[config.mk]
export PLATFORM = sky130hd
export DESIGN_NAME = lcd_mode_timing_sequencer_flat
export DESIGN_NICKNAME = d
export VERILOG_FILES = /design/src/sv/lmts_pkg.sv /design/src/sv/lmts_if.sv /design/src/sv/lmts_cfg.sv /design/src/sv/lmts_step.sv /design/src/sv/lcd_mode_timing_sequencer.sv /design/src/flat_wrapper.sv
export SDC_FILE = /design/constraint.sdc
export NUM_CORES = 1
export LEC_CHECK = 0
export BUFFER_PORTS_ARGS = -buffer_cell sky130_fd_sc_hd__buf_2
export CAP_MARGIN = 20
export CORE_MARGIN = 4
export CORE_UTILIZATION = 52
export CTS_CLUSTER_DIAMETER = 150
export DETAILED_ROUTE_END_ITERATION = 7
export PLACE_DENSITY = 0.76
export SLEW_MARGIN = 20
export SYNTH_ARGS = -nofsm -noshare
export SYNTH_HDL_FRONTEND = slang
export SYNTH_HIERARCHICAL = 1
export SYNTH_SLANG_ARGS = --single-unit
[constraint.sdc]
create_clock -name clk -period 4.3 [get_ports clk]
set_input_delay 1.29 -clock clk [delete_from_list [all_inputs] [get_ports clk]]
set_output_delay 1.29 -clock clk [all_outputs]
set_load 0.02 [all_outputs]
[src/sv/lmts_pkg.sv]
// ----------------------------------------------------------------------------
// lmts_pkg: shared types and constants of the LCD mode timing sequencer
// Mode codes, mode lengths in dots, line limits and the state record.
// ----------------------------------------------------------------------------
`timescale 1ns / 1ps
`default_nettype none

package lmts_pkg;

  // Frame geometry
  localparam int unsigned VISIBLE_LINES = 144;
  localparam int unsigned TOTAL_LINES   = 154;

  localparam int unsigned DOT_W  = 9;
  localparam int unsigned LINE_W = 8;
  localparam int unsigned MCYC_W = 3;
  localparam int unsigned MODE_W = 2;

  localparam logic [LINE_W-1:0] VISIBLE_LINE_C = LINE_W'(VISIBLE_LINES);
  localparam logic [LINE_W-1:0] TOTAL_LINE_C   = LINE_W'(TOTAL_LINES);

  // Mode lengths in dots
  localparam logic [DOT_W-1:0] HBLANK_DOTS      = 9'd204;
  localparam logic [DOT_W-1:0] VBLANK_LINE_DOTS = 9'd456;
  localparam logic [DOT_W-1:0] OAM_DOTS         = 9'd80;
  localparam logic [DOT_W-1:0] TRANSFER_DOTS    = 9'd172;
  localparam logic [DOT_W-1:0] DOT_MAX          = 9'h1FF;

  // LCD mode codes as shown on the result channel
  localparam logic [MODE_W-1:0] MODE_HBLANK   = 2'd0;
  localparam logic [MODE_W-1:0] MODE_VBLANK   = 2'd1;
  localparam logic [MODE_W-1:0] MODE_OAM      = 2'd2;
  localparam logic [MODE_W-1:0] MODE_TRANSFER = 2'd3;

  // Configuration register indexes
  localparam logic REG_DISPLAY_ENABLED = 1'b0;

  typedef enum logic [3:0] {
    ST_HBLANK = 4'b0001,
    ST_VBLANK = 4'b0010,
    ST_OAM    = 4'b0100,
    ST_XFER   = 4'b1000
  } lcd_state_t;

  typedef struct packed {
    lcd_state_t        mode;
    logic [DOT_W-1:0]  dots;
    logic [LINE_W-1:0] line;
  } timing_t;

  typedef struct packed {
    logic line_render;
    logic vblank_start;
    logic clear_screen;
  } strobe_t;

  function automatic logic [MODE_W-1:0] mode_code(input lcd_state_t st);
    logic [MODE_W-1:0] code;
    unique case (st)
      ST_HBLANK: code = MODE_HBLANK;
      ST_VBLANK: code = MODE_VBLANK;
      ST_OAM:    code = MODE_OAM;
      ST_XFER:   code = MODE_TRANSFER;
      default:   code = MODE_OAM;
    endcase
    return code;
  endfunction

endpackage

`default_nettype wire

[src/sv/lmts_if.sv]
// ----------------------------------------------------------------------------
// lmts_in_if / lmts_out_if: valid-ready channels of the sequencer
// Input channel carries elapsed machine cycles; result channel the LCD status.
// ----------------------------------------------------------------------------
`timescale 1ns / 1ps
`default_nettype none

interface lmts_in_if;
  logic                        valid;
  logic                        ready;
  logic [lmts_pkg::MCYC_W-1:0] elapsed_mcycles;

  modport source (output valid, output elapsed_mcycles, input ready);
  modport sink   (input valid, input elapsed_mcycles, output ready);
endinterface

interface lmts_out_if;
  logic                        valid;
  logic                        ready;
  logic [lmts_pkg::MODE_W-1:0] lcd_mode;
  logic [lmts_pkg::LINE_W-1:0] current_line;
  logic                        line_render;
  logic                        vblank_start;
  logic                        clear_screen;

  modport source (output valid, output lcd_mode, output current_line,
                  output line_render, output vblank_start, output clear_screen,
                  input ready);
  modport sink   (input valid, input lcd_mode, input current_line,
                  input line_render, input vblank_start, input clear_screen,
                  output ready);
endinterface

`default_nettype wire

[src/sv/lmts_cfg.sv]
// ----------------------------------------------------------------------------
// lmts_cfg: APB register block
// Holds the display enable bit; writes above index 0 are dropped.
// ----------------------------------------------------------------------------
`timescale 1ns / 1ps
`default_nettype none

module lmts_cfg (
  input  wire logic        clk,
  input  wire logic        rst_n,
  input  wire logic        psel,
  input  wire logic        penable,
  input  wire logic        pwrite,
  input  wire logic [2:0]  paddr,
  input  wire logic [31:0] pwdata,
  output logic [31:0]      prdata,
  output logic             pready,
  output logic             display_enabled
);

  logic disp_en_r;
  logic wr_en;

  assign pready = 1'b1;
  assign wr_en  = psel && penable && pwrite && (paddr[2] == lmts_pkg::REG_DISPLAY_ENABLED);

  always_ff @(posedge clk) begin
    if (!rst_n) begin
      disp_en_r <= 1'b1;
    end else if (wr_en) begin
      disp_en_r <= pwdata[0];
    end
  end

  // Read mux; pad the single bit register
  always_comb begin
    if (paddr[2] == lmts_pkg::REG_DISPLAY_ENABLED) begin
      prdata = {31'd0, disp_en_r};
    end else begin
      prdata = 32'd0;
    end
  end

  assign display_enabled = disp_en_r;

endmodule

`default_nettype wire

[src/sv/lmts_step.sv]
// ----------------------------------------------------------------------------
// lmts_step: next-state logic of the mode sequencer
// Add dots, check the current mode's length, advance mode and line.
// ----------------------------------------------------------------------------
`timescale 1ns / 1ps
`default_nettype none

module lmts_step (
  input  wire lmts_pkg::timing_t      cur,
  input  wire logic [lmts_pkg::MCYC_W-1:0] mcycles,
  input  wire logic                   display_enabled,
  output lmts_pkg::timing_t           nxt,
  output lmts_pkg::strobe_t           strb
);

  logic [lmts_pkg::DOT_W:0]    sum;
  logic [lmts_pkg::DOT_W-1:0]  dots;
  logic [lmts_pkg::LINE_W-1:0] line_inc;

  always_comb begin
    // Four dots per machine cycle; hold at the counter maximum
    sum      = {1'b0, cur.dots} + {5'd0, mcycles, 2'b00};
    dots     = sum[lmts_pkg::DOT_W] ? lmts_pkg::DOT_MAX : sum[lmts_pkg::DOT_W-1:0];
    line_inc = cur.line + 8'd1;

    nxt      = cur;
    nxt.dots = dots;
    strb     = '0;

    unique case (cur.mode)
      lmts_pkg::ST_HBLANK: begin
        if (dots >= lmts_pkg::HBLANK_DOTS) begin
          nxt.dots = '0;
          nxt.line = line_inc;
          if (line_inc == lmts_pkg::VISIBLE_LINE_C) begin
            nxt.mode          = lmts_pkg::ST_VBLANK;
            strb.vblank_start = 1'b1;
            strb.clear_screen = !display_enabled;
          end else begin
            nxt.mode = lmts_pkg::ST_OAM;
          end
        end
      end
      lmts_pkg::ST_VBLANK: begin
        if (dots >= lmts_pkg::VBLANK_LINE_DOTS) begin
          nxt.dots = '0;
          nxt.line = line_inc;
          if (line_inc >= lmts_pkg::TOTAL_LINE_C) begin
            nxt.mode = lmts_pkg::ST_OAM;
            nxt.line = '0;
          end
        end
      end
      lmts_pkg::ST_OAM: begin
        if (dots >= lmts_pkg::OAM_DOTS) begin
          nxt.dots = '0;
          nxt.mode = lmts_pkg::ST_XFER;
        end
      end
      lmts_pkg::ST_XFER: begin
        if (dots >= lmts_pkg::TRANSFER_DOTS) begin
          nxt.dots         = '0;
          nxt.mode         = lmts_pkg::ST_HBLANK;
          strb.line_render = display_enabled;
        end
      end
      default: begin
        nxt.mode = lmts_pkg::ST_OAM;
      end
    endcase
  end

endmodule

`default_nettype wire

[src/sv/lcd_mode_timing_sequencer.sv]
// ----------------------------------------------------------------------------
// lcd_mode_timing_sequencer: LCD mode and scanline timing
// Counts dots from elapsed machine cycles and steps through OAM search,
// pixel transfer, horizontal blank and vertical blank lines.
// ----------------------------------------------------------------------------
//
//   channel   | direction | handshake        | payload
//   ----------+-----------+------------------+-----------------------------------
//   in_chan   | sink      | valid / ready    | elapsed_mcycles
//   out_chan  | source    | valid / ready    | lcd_mode, current_line, strobes
//   APB       | slave     | psel/penable     | display_enabled at byte address 0
//
// One item per cycle while the result channel does not stall; a result passes
// through the input register, then the result register, before it is
// offered on the result channel.
// The timing state (dots, mode, line) updates as an item leaves the input
// register, so each item sees what the previous one left.
// Synchronous active-low reset: mode OAM search, line 0, dots 0, display on.
// A stalled result holds the output register, which in turn holds the input
// register; ready drops only when both are full.
// ----------------------------------------------------------------------------
`timescale 1ns / 1ps
`default_nettype none

module lcd_mode_timing_sequencer (
  input  wire logic        clk,
  input  wire logic        rst_n,
  lmts_in_if.sink          in_chan,
  lmts_out_if.source       out_chan,
  input  wire logic        psel,
  input  wire logic        penable,
  input  wire logic        pwrite,
  input  wire logic [2:0]  paddr,
  input  wire logic [31:0] pwdata,
  output logic [31:0]      prdata,
  output logic             pready
);

  // Input register
  logic                        in_vld_r;
  logic [lmts_pkg::MCYC_W-1:0] in_mcyc_r;

  // Timing state
  lmts_pkg::timing_t tm_r;
  lmts_pkg::timing_t tm_nxt;
  lmts_pkg::strobe_t strb_nxt;

  // Result register
  logic                        out_vld_r;
  logic [lmts_pkg::MODE_W-1:0] out_mode_r;
  logic [lmts_pkg::LINE_W-1:0] out_line_r;
  lmts_pkg::strobe_t           out_strb_r;

  logic display_enabled;
  logic out_free;
  logic in_take;
  logic step_en;

  lmts_cfg u_cfg (
    .clk             (clk),
    .rst_n           (rst_n),
    .psel            (psel),
    .penable         (penable),
    .pwrite          (pwrite),
    .paddr           (paddr),
    .pwdata          (pwdata),
    .prdata          (prdata),
    .pready          (pready),
    .display_enabled (display_enabled)
  );

  lmts_step u_step (
    .cur             (tm_r),
    .mcycles         (in_mcyc_r),
    .display_enabled (display_enabled),
    .nxt             (tm_nxt),
    .strb            (strb_nxt)
  );

  // Advance the pipe whenever the result register is empty or being drained
  assign out_free      = !out_vld_r || out_chan.ready;
  assign in_chan.ready = !in_vld_r || out_free;
  assign in_take       = in_chan.valid && in_chan.ready;
  assign step_en       = in_vld_r && out_free;

  always_ff @(posedge clk) begin
    if (!rst_n) begin
      in_vld_r <= 1'b0;
    end else if (in_chan.ready) begin
      in_vld_r <= in_chan.valid;
    end
  end

  // Payload register; no reset needed
  always_ff @(posedge clk) begin
    if (in_take) begin
      in_mcyc_r <= in_chan.elapsed_mcycles;
    end
  end

  // Commit the timing state only when the item moves on to the result
  always_ff @(posedge clk) begin
    if (!rst_n) begin
      tm_r.mode <= lmts_pkg::ST_OAM;
      tm_r.dots <= '0;
      tm_r.line <= '0;
    end else if (step_en) begin
      tm_r <= tm_nxt;
    end
  end

  always_ff @(posedge clk) begin
    if (!rst_n) begin
      out_vld_r <= 1'b0;
    end else if (out_free) begin
      out_vld_r <= in_vld_r;
    end
  end

  always_ff @(posedge clk) begin
    if (step_en) begin
      out_mode_r <= lmts_pkg::mode_code(tm_nxt.mode);
      out_line_r <= tm_nxt.line;
      out_strb_r <= strb_nxt;
    end
  end

  assign out_chan.valid        = out_vld_r;
  assign out_chan.lcd_mode     = out_mode_r;
  assign out_chan.current_line = out_line_r;
  assign out_chan.line_render  = out_strb_r.line_render;
  assign out_chan.vblank_start = out_strb_r.vblank_start;
  assign out_chan.clear_screen = out_strb_r.clear_screen;

endmodule

`default_nettype wire

[src/flat_wrapper.sv]
// flat-port wrapper written by rule: the top's interface ports become plain ports
module lcd_mode_timing_sequencer_flat 
  (clk, rst_n, psel, penable, pwrite, paddr, pwdata, prdata, pready, in_chan_valid, in_chan_elapsed_mcycles, in_chan_ready, out_chan_valid, out_chan_lcd_mode, out_chan_current_line, out_chan_line_render, out_chan_vblank_start, out_chan_clear_screen, out_chan_ready);
  lmts_in_if in_chan_i ();
  lmts_out_if out_chan_i ();
  input  wire logic clk;
  input  wire logic rst_n;
  input  wire logic psel;
  input  wire logic penable;
  input  wire logic pwrite;
  input  wire logic [2:0] paddr;
  input  wire logic [31:0] pwdata;
  output logic [31:0] prdata;
  output logic pready;
  input wire logic [$bits(in_chan_i.valid)-1:0] in_chan_valid;
  input wire logic [$bits(in_chan_i.elapsed_mcycles)-1:0] in_chan_elapsed_mcycles;
  output wire logic [$bits(in_chan_i.ready)-1:0] in_chan_ready;
  output wire logic [$bits(out_chan_i.valid)-1:0] out_chan_valid;
  output wire logic [$bits(out_chan_i.lcd_mode)-1:0] out_chan_lcd_mode;
  output wire logic [$bits(out_chan_i.current_line)-1:0] out_chan_current_line;
  output wire logic [$bits(out_chan_i.line_render)-1:0] out_chan_line_render;
  output wire logic [$bits(out_chan_i.vblank_start)-1:0] out_chan_vblank_start;
  output wire logic [$bits(out_chan_i.clear_screen)-1:0] out_chan_clear_screen;
  input wire logic [$bits(out_chan_i.ready)-1:0] out_chan_ready;
  assign in_chan_i.valid = in_chan_valid;
  assign in_chan_i.elapsed_mcycles = in_chan_elapsed_mcycles;
  assign in_chan_ready = in_chan_i.ready;
  assign out_chan_valid = out_chan_i.valid;
  assign out_chan_lcd_mode = out_chan_i.lcd_mode;
  assign out_chan_current_line = out_chan_i.current_line;
  assign out_chan_line_render = out_chan_i.line_render;
  assign out_chan_vblank_start = out_chan_i.vblank_start;
  assign out_chan_clear_screen = out_chan_i.clear_screen;
  assign out_chan_i.ready = out_chan_ready;
  lcd_mode_timing_sequencer u_core (.clk(clk), .rst_n(rst_n), .in_chan(in_chan_i), .out_chan(out_chan_i), .psel(psel), .penable(penable), .pwrite(pwrite), .paddr(paddr), .pwdata(pwdata), .prdata(prdata), .pready(pready));
endmodule
==> metrics.md, run 1 <==
| Metric | Value |
|---|---|
| Worst-case hold path end point | `u_core/tm_r[12]$_SDFFE_PN0P_` |
| Synth top cells by count | `sky130_fd_sc_hd__nand2_1 (55), sky130_fd_sc_hd__buf_4 (33), sky130_fd_sc_hd__nor2_1 (33)` |
| Residual DRC count | `0` |
| Initial antenna violation count | `0` |
| Cells resized by post-CTS repair | `0` |
| Largest delay contributor family on the critical path | `simple AND/OR/NAND/NOR gates` |
| Wire length reported by the detailed router | `6036 um` |
| Clock latency on the worst-skew pair | `290 ps` |
| Area growth from synthesis to final layout | `2.897%` |
| Clock skew after layout | `4.694 ps` |
| Async set-or-reset flop fraction in the synthesized netlist | `0%` |
| Max frequency | `278.1 MHz` |
| Number of non-filler instances in the completed layout | `453` |
| Layout cell share with drive strength beyond 1 | `13.12%` |
| Number of standard cells after synthesis | `366` |
| Max cap viols | `0` |
| First drt pass iteration count | `4` |
| Post-Layout Inst Area | `3199 um2` |
| Worst hold-check path type | `reg -> reg` |
| Type of origin of the critical path | `flop` |
| Antenna fix cells | `0` |
| Number of gates on the worst path with buffers counted | `11` |
| I/O Buffers | `27` |
| Cell with the most instances after synthesis | `sky130_fd_sc_hd__nand2_1` |
| Effective utilization at floorplan | `55.11%` |
| Path depth of the worst reg2reg path | `11` |
| Total CTS buffers | `5` |
| Cell breakdown of the critical path | `ha_1, fa_1, xor2_1, nor4_1, a21boi_0, o221a_4, o21a_4, nand2_1, nand2b_1, xnor2_1, or3_1` |
| Final number of setup-violating endpoints | `0` |
| Max-slew headroom at the worst pin | `29.36%` |
| Worst path required time | `4340 ps` |
| CP bufs+invs | `0` |
| Area contributors post-synth | `sky130_fd_sc_hd__dfxtp_1 (15%), sky130_fd_sc_hd__edfxtp_1 (15%), sky130_fd_sc_hd__buf_4 (8.0%), sky130_fd_sc_hd__mux2i_1 (7.1%), sky130_fd_sc_hd__nand2_1 (6.6%)` |
| Part of the cycle the worst path needs | `83.62%` |
| Clock transition at the register clock pins on the worst setup and hold paths after CTS | `80 ps` |
| Post-synth EDFFs | `16` |
| Post-detailed-route count of antenna-violating nets | `0` |
| Post-CTS setup repair buffer count | `0` |
| Hold violation total from the final report | `0` |
| Synthesis Warnings | `6` |
| Reg-to-Reg Start | `u_core/in_mcyc_r[0]$_DFFE_PP_` |
| CP peak stage delay | `550 ps` |
| Die Footprint | `7280 um2` |
| Vias per cell | `5.497` |
| Register-to-register setup slack | `700 ps` |
| Count of nets after finishing | `432` |
| Cell variety after synth | `69` |
| Iter 0 DRT Violations | `149` |
| Area after detailed placement | `3084 um2` |
| Peak supply drop | `167.7 uV` |
| Number of buffers added to fix hold violations after cts | `0` |
| Buffer cell driving the clock tree root | `sky130_fd_sc_hd__clkbuf_8` |
| IO Pins | `93` |
| P_leak | `1.258 nW` |
| Min-Delay Path Depth | `2` |
| Synthesized area per cell | `8.495 um2` |
| Arrival time reported for the critical path endpoint | `3640 ps` |
| Tmin final | `3596 ps` |
| Critical-path cell with the highest stage delay | `sky130_fd_sc_hd__fa_1` |
| Post-synth top flop | `sky130_fd_sc_hd__dfxtp_1` |
| Type of the setup path with the least slack | `reg -> reg` |
| Layout Utilization | `56.71%` |
| Min-Delay Startpoint | `u_core/tm_r[12]$_SDFFE_PN0P_` |
| Total number of placement rows | `27` |
| CTS tree | `built` |
| Final RePlAce weighted congestion | `0.8765` |
| Share of the yosys chip area belonging to registers | `30.91%` |
| Synth Cell Area | `3109 um2` |
| Number of sinks driven by the clock tree | `40` |
| Register bit total from synthesis | `40` |
| Result of the run | `finished, final reports clean` |
| CP endpoint kind | `flop` |
| Worst-path fanout max | `8` |
| Accumulated negative setup slack | `0 ps` |
| Average routed wire per standard cell | `13.32 um` |
| Terminus of the critical flop-to-flop path | `u_core/out_chan.lcd_mode[1]$_DFFE_PP_` |
| Overflow after GRT | `0` |
| Die H | `85.33 um` |
| Wire length of the first global-routing pass | `10300 um` |
| Largest net degree at the start of global routing | `46` |
| Fraction of synthesized cell area taken by the top area cell type | `15.45%` |
| GR Util All Layers | `17.10%` |
| Pins Over Slew Limit | `0` |
| Instance count after placement with tap cells included | `445` |
| Power Density | `266.8 nW/um2` |
| Die Span X | `85.33 um` |
| DP Wirelength | `4540 um` |
| Launching instance or port of the critical path | `u_core/in_mcyc_r[0]$_DFFE_PP_` |
| CTS max path bufs | `2` |
| Total via count in the routed design | `2490` |
| CORE AREA | `5642 um2` |
| Setup repair after global routing missed its margin | `no` |
| H-tree depth | `2` |
| Number of global-route vias before repair | `2244` |
| Biggest area consumer among synthesized cells | `sky130_fd_sc_hd__dfxtp_1` |
| Pin slew with the least headroom to its limit | `1057 ps` |
-- worst max path at each step --
stage / endpoint / slack, ps
after CTS: u_core/out_chan.lcd_mode[1]$_DFFE_PP_ / 740
after detailed placement: u_core/out_chan.lcd_mode[1]$_DFFE_PP_ / 760
after floorplan: u_core/out_chan.lcd_mode[1]$_DFFE_PP_ / 1240
after global placement: u_core/out_chan.lcd_mode[1]$_DFFE_PP_ / 820
final: u_core/out_chan.lcd_mode[1]$_DFFE_PP_ / 700
after global routing: u_core/out_chan.lcd_mode[1]$_DFFE_PP_ / 410
-- layer usage --
metal  GRT usage, %  share of wire, %  vias up
met5              0                 0        -
met4          5.036               1.4        0
met3          3.689               8.3       10
met2          26.91                44      104
met1          23.50                46     1120
li1               -                 -     1256
-- power breakdown --
group	total, mW	switching [mW]	leakage [nW]	internal, mW
Sequential	0.408	0.00564	0.354	0.402
Clock	0.314	0.139	0.0548	0.175
Combinational	0.132	0.0915	0.850	0.0407
Total	0.854	0.236	1.26	0.618
-- registers in the layout, indices dropped and copies added (netlist names) --
register                      flops
u_core/u_cfg/display_enabled      1
u_core/out_chan.lcd_mode          2
u_core/out_chan.vblank_start      1
u_core/out_chan.current_line      8
u_core/out_chan.line_render       1
u_core/out_chan.valid             1
u_core/in_mcyc_r                  3
u_core/out_chan.clear_screen      1
u_core/in_vld_r                   1
u_core/tm_r                      21
-- cell usage in the layout (no fill, tap or decap), types with 7 or more instances in the layout --
cell                        n
sky130_fd_sc_hd__a21oi_1   11
sky130_fd_sc_hd__conb_1    32
sky130_fd_sc_hd__inv_1      8
sky130_fd_sc_hd__nand3_1   10
sky130_fd_sc_hd__buf_2     27
sky130_fd_sc_hd__nor2_1    33
sky130_fd_sc_hd__nand2_1   55
sky130_fd_sc_hd__nor3_1     8
sky130_fd_sc_hd__mux2i_1   22
sky130_fd_sc_hd__xor2_1     7
sky130_fd_sc_hd__dfxtp_1   24
sky130_fd_sc_hd__and3_1     7
sky130_fd_sc_hd__edfxtp_1  16
sky130_fd_sc_hd__nor2b_1    8
sky130_fd_sc_hd__o21ai_0    8
-- per-stage QoR --
step           hold WS, ps  setup slack (ps)  power [mW]
2_1_floorplan        431.4              1242      0.5510
6_report             473.9             704.2      0.8535
3_3_place_gp         457.3             818.2      0.5442
3_5_place_dp         469.0             756.1      0.5477
5_1_grt              508.6             411.8      0.8973
4_1_cts              482.7             744.3      0.8664
-- layout make-up --
class / count / area (um2)
Clock buffer: 5 / 68.82
Clock inverter: 3 / 46.29
Fill cell: 517 / 2442
Inverter: 9 / 33.78
Multi-Input combinational cell: 297 / 1864
Sequential cell: 40 / 960.9
Tap cell: 72 / 90.09
Timing Repair Buffer: 27 / 135.1
-- cells by family (layout without fill, tap and decap cells) --
| family | after synthesis | count (layout) | share of synthesized area, % |
|---|---|---|---|
| multiplexers | 22 | 22 | 7.082 |
| AND/OR/NAND/NOR | 155 | 155 | 25.75 |
| other | 2 | 32 | 0.2415 |
| XOR/XNOR | 12 | 12 | 3.380 |
| buffers and inverters | 59 | 44 | 12.76 |
| flip-flops | 40 | 40 | 30.91 |
| AO/OA/AOI/OAI | 69 | 69 | 16.82 |
| adder cells (fa/ha/maj) | 7 | 7 | 3.058 |
-- worst register-to-register path: stages, from the launching register on --
cell and delay [ps]:
sky130_fd_sc_hd__edfxtp_1 380, sky130_fd_sc_hd__ha_1 280, sky130_fd_sc_hd__fa_1 550, sky130_fd_sc_hd__xor2_1 270
sky130_fd_sc_hd__nor4_1 480, sky130_fd_sc_hd__a21boi_0 300, sky130_fd_sc_hd__o221a_4 270, sky130_fd_sc_hd__o21a_4 160
sky130_fd_sc_hd__nand2_1 100, sky130_fd_sc_hd__nand2b_1 180, sky130_fd_sc_hd__xnor2_1 70, sky130_fd_sc_hd__or3_1 290
No activity file was read; power rests on OpenSTA's default activity.
==> run 2, diff against run 1 <==
--- a/config.mk
+++ b/config.mk
@@ -5,13 +5,14 @@
 export SDC_FILE = /design/constraint.sdc
 export NUM_CORES = 1
 export LEC_CHECK = 0
+export ABC_AREA = 1
 export BUFFER_PORTS_ARGS = -buffer_cell sky130_fd_sc_hd__buf_2
 export CAP_MARGIN = 20
 export CORE_MARGIN = 4
-export CORE_UTILIZATION = 52
+export CORE_UTILIZATION = 49
 export CTS_CLUSTER_DIAMETER = 150
 export DETAILED_ROUTE_END_ITERATION = 7
-export PLACE_DENSITY = 0.76
+export PLACE_DENSITY = 0.74
 export SLEW_MARGIN = 20
 export SYNTH_ARGS = -nofsm -noshare
 export SYNTH_HDL_FRONTEND = slang
==> constraint.sdc (replaced) <==
create_clock -name clk -period 3.3 [get_ports clk]
set_input_delay 0.99 -clock clk [delete_from_list [all_inputs] [get_ports clk]]
set_output_delay 0.99 -clock clk [all_outputs]
set_load 0.02 [all_outputs]
==> run 2 against run 1 <==
  * Hold slack improved by 23 ps
  * Maximum frequency increased by 22%
  * First-iteration DRC count increased by 60%
  * Sequential share of layout area decreased by 3.0 points
  * Clock power increased by 53%
  * Largest power group unchanged
==> metrics.md, run 2 <==
| Metric | Value |
|---|---|
| Area growth from synthesis to final layout | `3.539%` |
| Antenna fix cells | `0 (unchanged)` |
| Register-to-register setup slack | `350 ps (-350 ps)` |
| Pins Over Slew Limit | `0 (unchanged)` |
| Cells resized by post-CTS repair | `0 (unchanged)` |
| Met1 track utilization from global routing | `23.50% (about the same)` |
| Wire length of the first global-routing pass | `12650 um (+23%)` |
| Clock skew after layout | `6.140 ps (+1.446 ps)` |
| Part of the cycle the worst path needs | `89.26% (+5.6 points)` |
| Post-CTS setup repair buffer count | `0 (unchanged)` |
| Number of flip-flops in the largest register | `19 (-9.5%)` |
| Tmin final | `2946 ps (-650.3 ps)` |
| Count of nets after finishing | `572 (+32%)` |
| Clock latency on the worst-skew pair | `290 ps (about the same)` |
| Pin slew with the least headroom to its limit | `538.9 ps (-518.3 ps)` |
| Worst path required time | `3490 ps (-850 ps)` |
| Terminus of the critical flop-to-flop path | `u_core/tm_r[7]$_SDFFE_PN0P_` |
| Type of origin of the critical path | `flop` |
| Max cap viols | `0 (unchanged)` |
| Post-Layout Inst Area | `3405 um2 (+6.4%)` |
| Wire length reported by the detailed router | `7456 um (+24%)` |
| First drt pass iteration count | `6 (+2)` |
| P_leak | `1.702 nW (+35%)` |
| Most frequent cells in the layout | `sky130_fd_sc_hd__nand2_1 (113), sky130_fd_sc_hd__nand3_1 (90), sky130_fd_sc_hd__inv_1 (66)` |
| Iter 0 DRT Violations | `238 (+60%)` |
| Die H | `89.92 um (+5.4%)` |
| Final number of setup-violating endpoints | `0 (unchanged)` |
| Synth Cell Area | `3288 um2 (+5.8%)` |
| Die Footprint | `8085 um2 (+11%)` |
| Overflow after GRT | `0 (unchanged)` |
| Worst hold-check path type | `reg -> reg` |
| Total CTS buffers | `5 (unchanged)` |
| CTS max path bufs | `2 (unchanged)` |
| Fraction of met2 tracks used by global routing | `32.14% (+5.2 points)` |
| Instance count after placement with tap cells included | `590 (+33%)` |
| Reg-to-Reg Start | `u_core/in_mcyc_r[0]$_DFFE_PP_` |
| Final worst slack | `354.5 ps (-349.7 ps)` |
| Die Span X | `89.92 um (+5.4%)` |
| Number of buffers added to fix hold violations after cts | `0 (unchanged)` |
| Total number of placement rows | `29 (+7.4%)` |
| Accumulated negative setup slack | `0 ps (unchanged)` |
| Worst-path fanout max | `12 (+4)` |
| Setup repair after global routing missed its margin | `no` |
| Largest net degree at the start of global routing | `40 (-13%)` |
| Top reg by flops | `u_core/tm_r` |
| Min-Delay Path Depth | `2 (unchanged)` |
| I/O Buffers | `27 (unchanged)` |
| Residual DRC count | `0 (unchanged)` |
| Total via count in the routed design | `3101 (+25%)` |
| Number of standard cells after synthesis | `503 (+37%)` |
| CORE AREA | `6422 um2 (+14%)` |
| Most Used Layer, Global Route | `met2` |
| Max frequency | `339.5 MHz (+22%)` |
| H-tree depth | `2 (unchanged)` |
| Path depth of the worst reg2reg path | `17 (+6)` |
| Number of non-filler instances in the completed layout | `598 (+32%)` |
| Final RePlAce weighted congestion | `0.8995 (+2.6%)` |
| Type of the setup path with the least slack | `reg -> reg` |
| Synthesized area per cell | `6.537 um2 (-23%)` |
| Worst-case hold path end point | `u_core/tm_r[12]$_SDFFE_PN0P_` |
| Initial antenna violation count | `0 (unchanged)` |
| CP endpoint kind | `flop` |
| Max-slew headroom at the worst pin | `64.04% (+35 points)` |
| Number of sinks driven by the clock tree | `38 (-5.0%)` |
| Average routed wire per standard cell | `12.47 um (-6.4%)` |
| CTS tree | `built` |
| Post-detailed-route count of antenna-violating nets | `0 (unchanged)` |
| GR Util All Layers | `18.10% (+1.0 points)` |
| Post-place setup slack | `396.8 ps (-359.3 ps)` |
| Buffer cell driving the clock tree root | `sky130_fd_sc_hd__clkbuf_8` |
| IO Pins | `93 (unchanged)` |
| Arrival time reported for the critical path endpoint | `3130 ps (-510 ps)` |
| Commonest non-fill, non-tap cell in the layout | `sky130_fd_sc_hd__nand2_1` |
| Result of the run | `finished, final reports clean` |
| Met3 track demand over resource | `2.922% (-0.77 points)` |
| Layout cell share with drive strength beyond 1 | `13.24% (+0.12 points)` |
| Clock transition at the register clock pins on the worst setup and hold paths after CTS | `80 ps (about the same)` |
| Number of global-route vias before repair | `2768 (+23%)` |
| Vias per cell | `5.186 (-5.7%)` |
| Peak supply drop | `248.8 uV (+48%)` |
| Power Density | `408.9 nW/um2 (+53%)` |
| Synthesis Warnings | `6 (unchanged)` |
| Area after detailed placement | `3267 um2 (+5.9%)` |
| DP Wirelength | `5387 um (+19%)` |
| Effective utilization at floorplan | `51.20% (-3.9 points)` |
| Hold violation total from the final report | `0 (unchanged)` |
| Min-Delay Startpoint | `u_core/tm_r[12]$_SDFFE_PN0P_` |
-- run 2: final cells by class --
type	instances	area (um2)
inverter	72	270.3
timing repair buffer	34	187.7
clock buffer	5	68.82
clock inverter	3	68.82
sequential	38	920.9
multi-input combinational	369	1792
tap	77	96.34
fill	648	3018
-- run 2: per-stage QoR --
stage               utilization [%]  power [mW]  hold slack, ps
floorplan                         -      0.8834           458.1
global placement              50.87      0.9090           475.9
detailed placement            50.87      0.9175           489.3
CTS                           53.01       1.400           512.0
global route                  53.01       1.475           545.7
finish                        53.01       1.392           497.2
-- run 2: power by group --
part	leakage [nW]	internal, mW	switching (mW)
registers	0.330	0.520	0.0259
logic	1.30	0.113	0.252
clock network	0.0683	0.303	0.178
-- run 2: per-layer routing --
| layer | up-vias | part of all wire [%] |
|---|---|---|
| met5 | - | 0 |
| met4 | 0 | 0.68 |
| met3 | 8 | 6.3 |
| met2 | 117 | 49 |
| met1 | 1390 | 44 |
| li1 | 1586 | - |
-- run 2: how the worst max path moves through the flow --
stage / start / cells past startpoint / end / slack [ps]
floorplan: u_core/in_mcyc_r[0]$_DFFE_PP_ / 12 / u_core/out_chan.lcd_mode[0]$_DFFE_PP_ / 830
global placement: u_core/in_mcyc_r[0]$_DFFE_PP_ / 17 / u_core/tm_r[1]$_SDFFE_PN0P_ / 440
detailed placement: u_core/in_mcyc_r[0]$_DFFE_PP_ / 17 / u_core/tm_r[7]$_SDFFE_PN0P_ / 400
CTS: u_core/in_mcyc_r[0]$_DFFE_PP_ / 17 / u_core/tm_r[7]$_SDFFE_PN0P_ / 380
global route: u_core/in_mcyc_r[0]$_DFFE_PP_ / 17 / u_core/tm_r[1]$_SDFFE_PN0P_ / 50
finish: u_core/in_mcyc_r[0]$_DFFE_PP_ / 17 / u_core/tm_r[7]$_SDFFE_PN0P_ / 350
-- run 2: critical path, stage by stage, from the launching register on --
cell and delay, ps:
sky130_fd_sc_hd__edfxtp_1 370, sky130_fd_sc_hd__ha_1 230, sky130_fd_sc_hd__fa_1 440, sky130_fd_sc_hd__nand2_1 90
sky130_fd_sc_hd__nand2_1 90, sky130_fd_sc_hd__nand3_1 80, sky130_fd_sc_hd__nand2_1 80, sky130_fd_sc_hd__nand2_2 210
sky130_fd_sc_hd__o21ai_2 120, sky130_fd_sc_hd__nor2_1 370, sky130_fd_sc_hd__buf_4 240, sky130_fd_sc_hd__nand2_1 70
sky130_fd_sc_hd__nand3_1 80, sky130_fd_sc_hd__nand3_1 110, sky130_fd_sc_hd__inv_1 70, sky130_fd_sc_hd__nand3_1 70
sky130_fd_sc_hd__nand2_1 80, sky130_fd_sc_hd__nor2_1 40
==> run 3, diff against run 2 <==
--- a/config.mk
+++ b/config.mk
@@ -11,8 +11,11 @@
 export CORE_MARGIN = 4
 export CORE_UTILIZATION = 49
 export CTS_CLUSTER_DIAMETER = 150
+export CTS_CLUSTER_SIZE = 8
 export DETAILED_ROUTE_END_ITERATION = 7
 export PLACE_DENSITY = 0.74
+export REMOVE_ABC_BUFFERS = 1
+export SKIP_CTS_REPAIR_TIMING = 1
 export SLEW_MARGIN = 20
 export SYNTH_ARGS = -nofsm -noshare
 export SYNTH_HDL_FRONTEND = slang
==> run 3 against run 2 <==
  * Register-to-register slack improved by 30 ps
  * Final area shrank 1.1%
  * Flip-flop and latch count unchanged
  * Highest routed layer unchanged
  * Total power down 7.3%
  * Sequential share of layout area is 0.31 points higher
  * Maximum frequency grew 1.2%
  * Die area stayed put
  * Utilization decreased by 0.60 points
  * Clock-buffer cell count grew 2
  * Clock power down 21%
==> metrics.md, run 3 (synthesized netlist as in run 2, its figures left out) <==
| Metric | Value |
|---|---|
| Peak supply drop | `189.3 uV (-24%)` |
| CTS tree | `built` |
| Path depth of the worst reg2reg path | `16 (-1)` |
| Layout Utilization | `52.41% (-0.60 points)` |
| Residual DRC count | `0 (unchanged)` |
| H-tree depth | `2 (unchanged)` |
| GR Util All Layers | `17.63% (-0.48 points)` |
| Vias per cell | `5.171 (-0.28%)` |
| Setup repair after global routing missed its margin | `no` |
| Instance count after placement with tap cells included | `589 (-0.17%)` |
| Critical-path cell with the highest stage delay | `sky130_fd_sc_hd__fa_1` |
| Commonest non-fill, non-tap cell in the layout | `sky130_fd_sc_hd__nand2_1` |
| CP peak stage delay | `430 ps (about the same)` |
| Iter 0 DRT Violations | `222 (-6.7%)` |
| Type of the setup path with the least slack | `reg -> reg` |
| Clock skew after layout | `6.568 ps (+0.4281 ps)` |
| Post-Layout Inst Area | `3366 um2 (-1.1%)` |
| Power Density | `383.4 nW/um2 (-6.2%)` |
| CORE AREA | `6422 um2 (unchanged)` |
| Worst-path fanout max | `12 (unchanged)` |
| Min-Delay Path Depth | `2 (unchanged)` |
| Initial antenna violation count | `0 (unchanged)` |
| Max cap viols | `0 (unchanged)` |
| Number of global-route vias before repair | `2697 (-2.6%)` |
| Most frequent cells in the layout | `sky130_fd_sc_hd__nand2_1 (113), sky130_fd_sc_hd__nand3_1 (90), sky130_fd_sc_hd__inv_1 (66)` |
| Number of non-filler instances in the completed layout | `597 (-0.17%)` |
| Layout cell share with drive strength beyond 1 | `12.69% (-0.55 points)` |
| IO Pins | `93 (unchanged)` |
| Die Footprint | `8085 um2 (unchanged)` |
| Pin slew with the least headroom to its limit | `546.7 ps (+7.882 ps)` |
| Area growth from synthesis to final layout | `2.359%` |
| Area after detailed placement | `3259 um2 (-0.23%)` |
| Worst path required time | `3340 ps (-150 ps)` |
| DP Wirelength | `5249 um (-2.6%)` |
| Worst hold-check path type | `reg -> reg` |
| CP endpoint kind | `flop` |
| Number of flip-flops in the largest register | `19 (unchanged)` |
| Result of the run | `finished, final reports clean` |
| Total number of placement rows | `29 (unchanged)` |
| Final number of setup-violating endpoints | `0 (unchanged)` |
| Average routed wire per standard cell | `12.17 um (-2.4%)` |
| Total via count in the routed design | `3087 (-0.45%)` |
| Wire length reported by the detailed router | `7264 um (-2.6%)` |
| Hold violation total from the final report | `0 (unchanged)` |
| CTS max path bufs | `2 (unchanged)` |
| Die H | `89.92 um (unchanged)` |
| I/O Buffers | `27 (unchanged)` |
| First drt pass iteration count | `5 (-1)` |
| Count of nets after finishing | `571 (-0.17%)` |
| Total CTS buffers | `5 (unchanged)` |
| Cell breakdown of the critical path | `ha_1, fa_1, nand2_1, nand2_1, nand3_1, nand2_1, nand2_2, nand3_1, nand2_1, inv_2, nand2_2, nand4_1, nand2b_1, inv_1, o21ai_0, a21oi_1` |
| Antenna fix cells | `0 (unchanged)` |
| Max-slew headroom at the worst pin | `63.51% (-0.53 points)` |
| Largest net degree at the start of global routing | `40 (unchanged)` |
| Effective utilization at floorplan | `51.20% (unchanged)` |
| Top reg by flops | `u_core/tm_r` |
| Accumulated negative setup slack | `0 ps (unchanged)` |
| Clock transition at the register clock pins on the worst setup and hold paths after CTS | `70 ps (about the same)` |
| Buffer cell driving the clock tree root | `sky130_fd_sc_hd__clkbuf_8` |
| CP most frequent cell | `sky130_fd_sc_hd__nand2_1` |
| Pins Over Slew Limit | `0 (unchanged)` |
| Max frequency | `343.5 MHz (+1.2%)` |
| Type of origin of the critical path | `flop` |
| Part of the cycle the worst path needs | `88.23% (-1.0 points)` |
| Number of sinks driven by the clock tree | `38 (unchanged)` |
| Wire length of the first global-routing pass | `12280 um (-2.9%)` |
| Overflow after GRT | `0 (unchanged)` |
| Post-detailed-route count of antenna-violating nets | `0 (unchanged)` |
| Final RePlAce weighted congestion | `0.9240 (+2.7%)` |
| Clock latency on the worst-skew pair | `290 ps (about the same)` |
| Die Span X | `89.92 um (unchanged)` |
| P_leak | `1.681 nW (-1.2%)` |
| Tmin final | `2912 ps (-33.97 ps)` |
| Arrival time reported for the critical path endpoint | `2950 ps (-180 ps)` |
[run 3: critical path, delay by kind of cell, from the launching register on]
| family | cells | cell delay [ps] |
|---|---|---|
| adders and majority gates | 2 | 660 |
| AOI/OAI and AO/OA | 2 | 210 |
| and+or+nand+nor | 10 | 1240 |
| DFF | 1 | 370 |
| buffers and inverters | 2 | 180 |
[run 3: layout make-up]
type / instances / area [um2]
inverter: 72 / 270.3
multi-input combinational: 369 / 1792
fill: 650 / 3057
tap: 77 / 96.34
clock inverter: 1 / 30.03
clock buffer: 7 / 76.32
sequential: 38 / 920.9
timing repair buffer: 33 / 180.2
[run 3: routing by layer]
| layer | wire (um) | track usage [%] |
|---|---|---|
| met1 | 3346 | 23.50 |
| met5 | 0 | 0 |
| met3 | 393 | 2.671 |
| met4 | 38 | 3.954 |
| met2 | 3485 | 30.20 |
[run 3: worst paths after layout]
path	startpoint	to	slack [ps]
setup / recovery	u_core/in_mcyc_r[0]$_DFFE_PP_	u_core/out_chan.lcd_mode[0]$_DFFE_PP_	390
hold / removal	u_core/tm_r[12]$_SDFFE_PN0P_	u_core/tm_r[12]$_SDFFE_PN0P_	510
setup reg to reg	u_core/in_mcyc_r[0]$_DFFE_PP_	u_core/out_chan.lcd_mode[0]$_DFFE_PP_	390
hold reg to reg	u_core/tm_r[12]$_SDFFE_PN0P_	u_core/tm_r[12]$_SDFFE_PN0P_	510
[run 3: stage by stage]
stage          hold slack, ps  power, mW  setup WS (ps)
2_1_floorplan           458.1     0.8326          662.2
3_3_place_gp            482.8     0.9078          403.6
3_5_place_dp            491.1     0.9163          434.2
4_1_cts                 507.9      1.306          408.1
5_1_grt                 545.4      1.378          125.3
6_report                505.7      1.290          388.5
[run 3: power breakdown]
part / internal, mW / switching (mW) / total (mW)
combinational: 0.112 / 0.253 / 0.365
clock: 0.226 / 0.154 / 0.380
sequential: 0.520 / 0.0258 / 0.546
total: 0.858 / 0.432 / 1.29
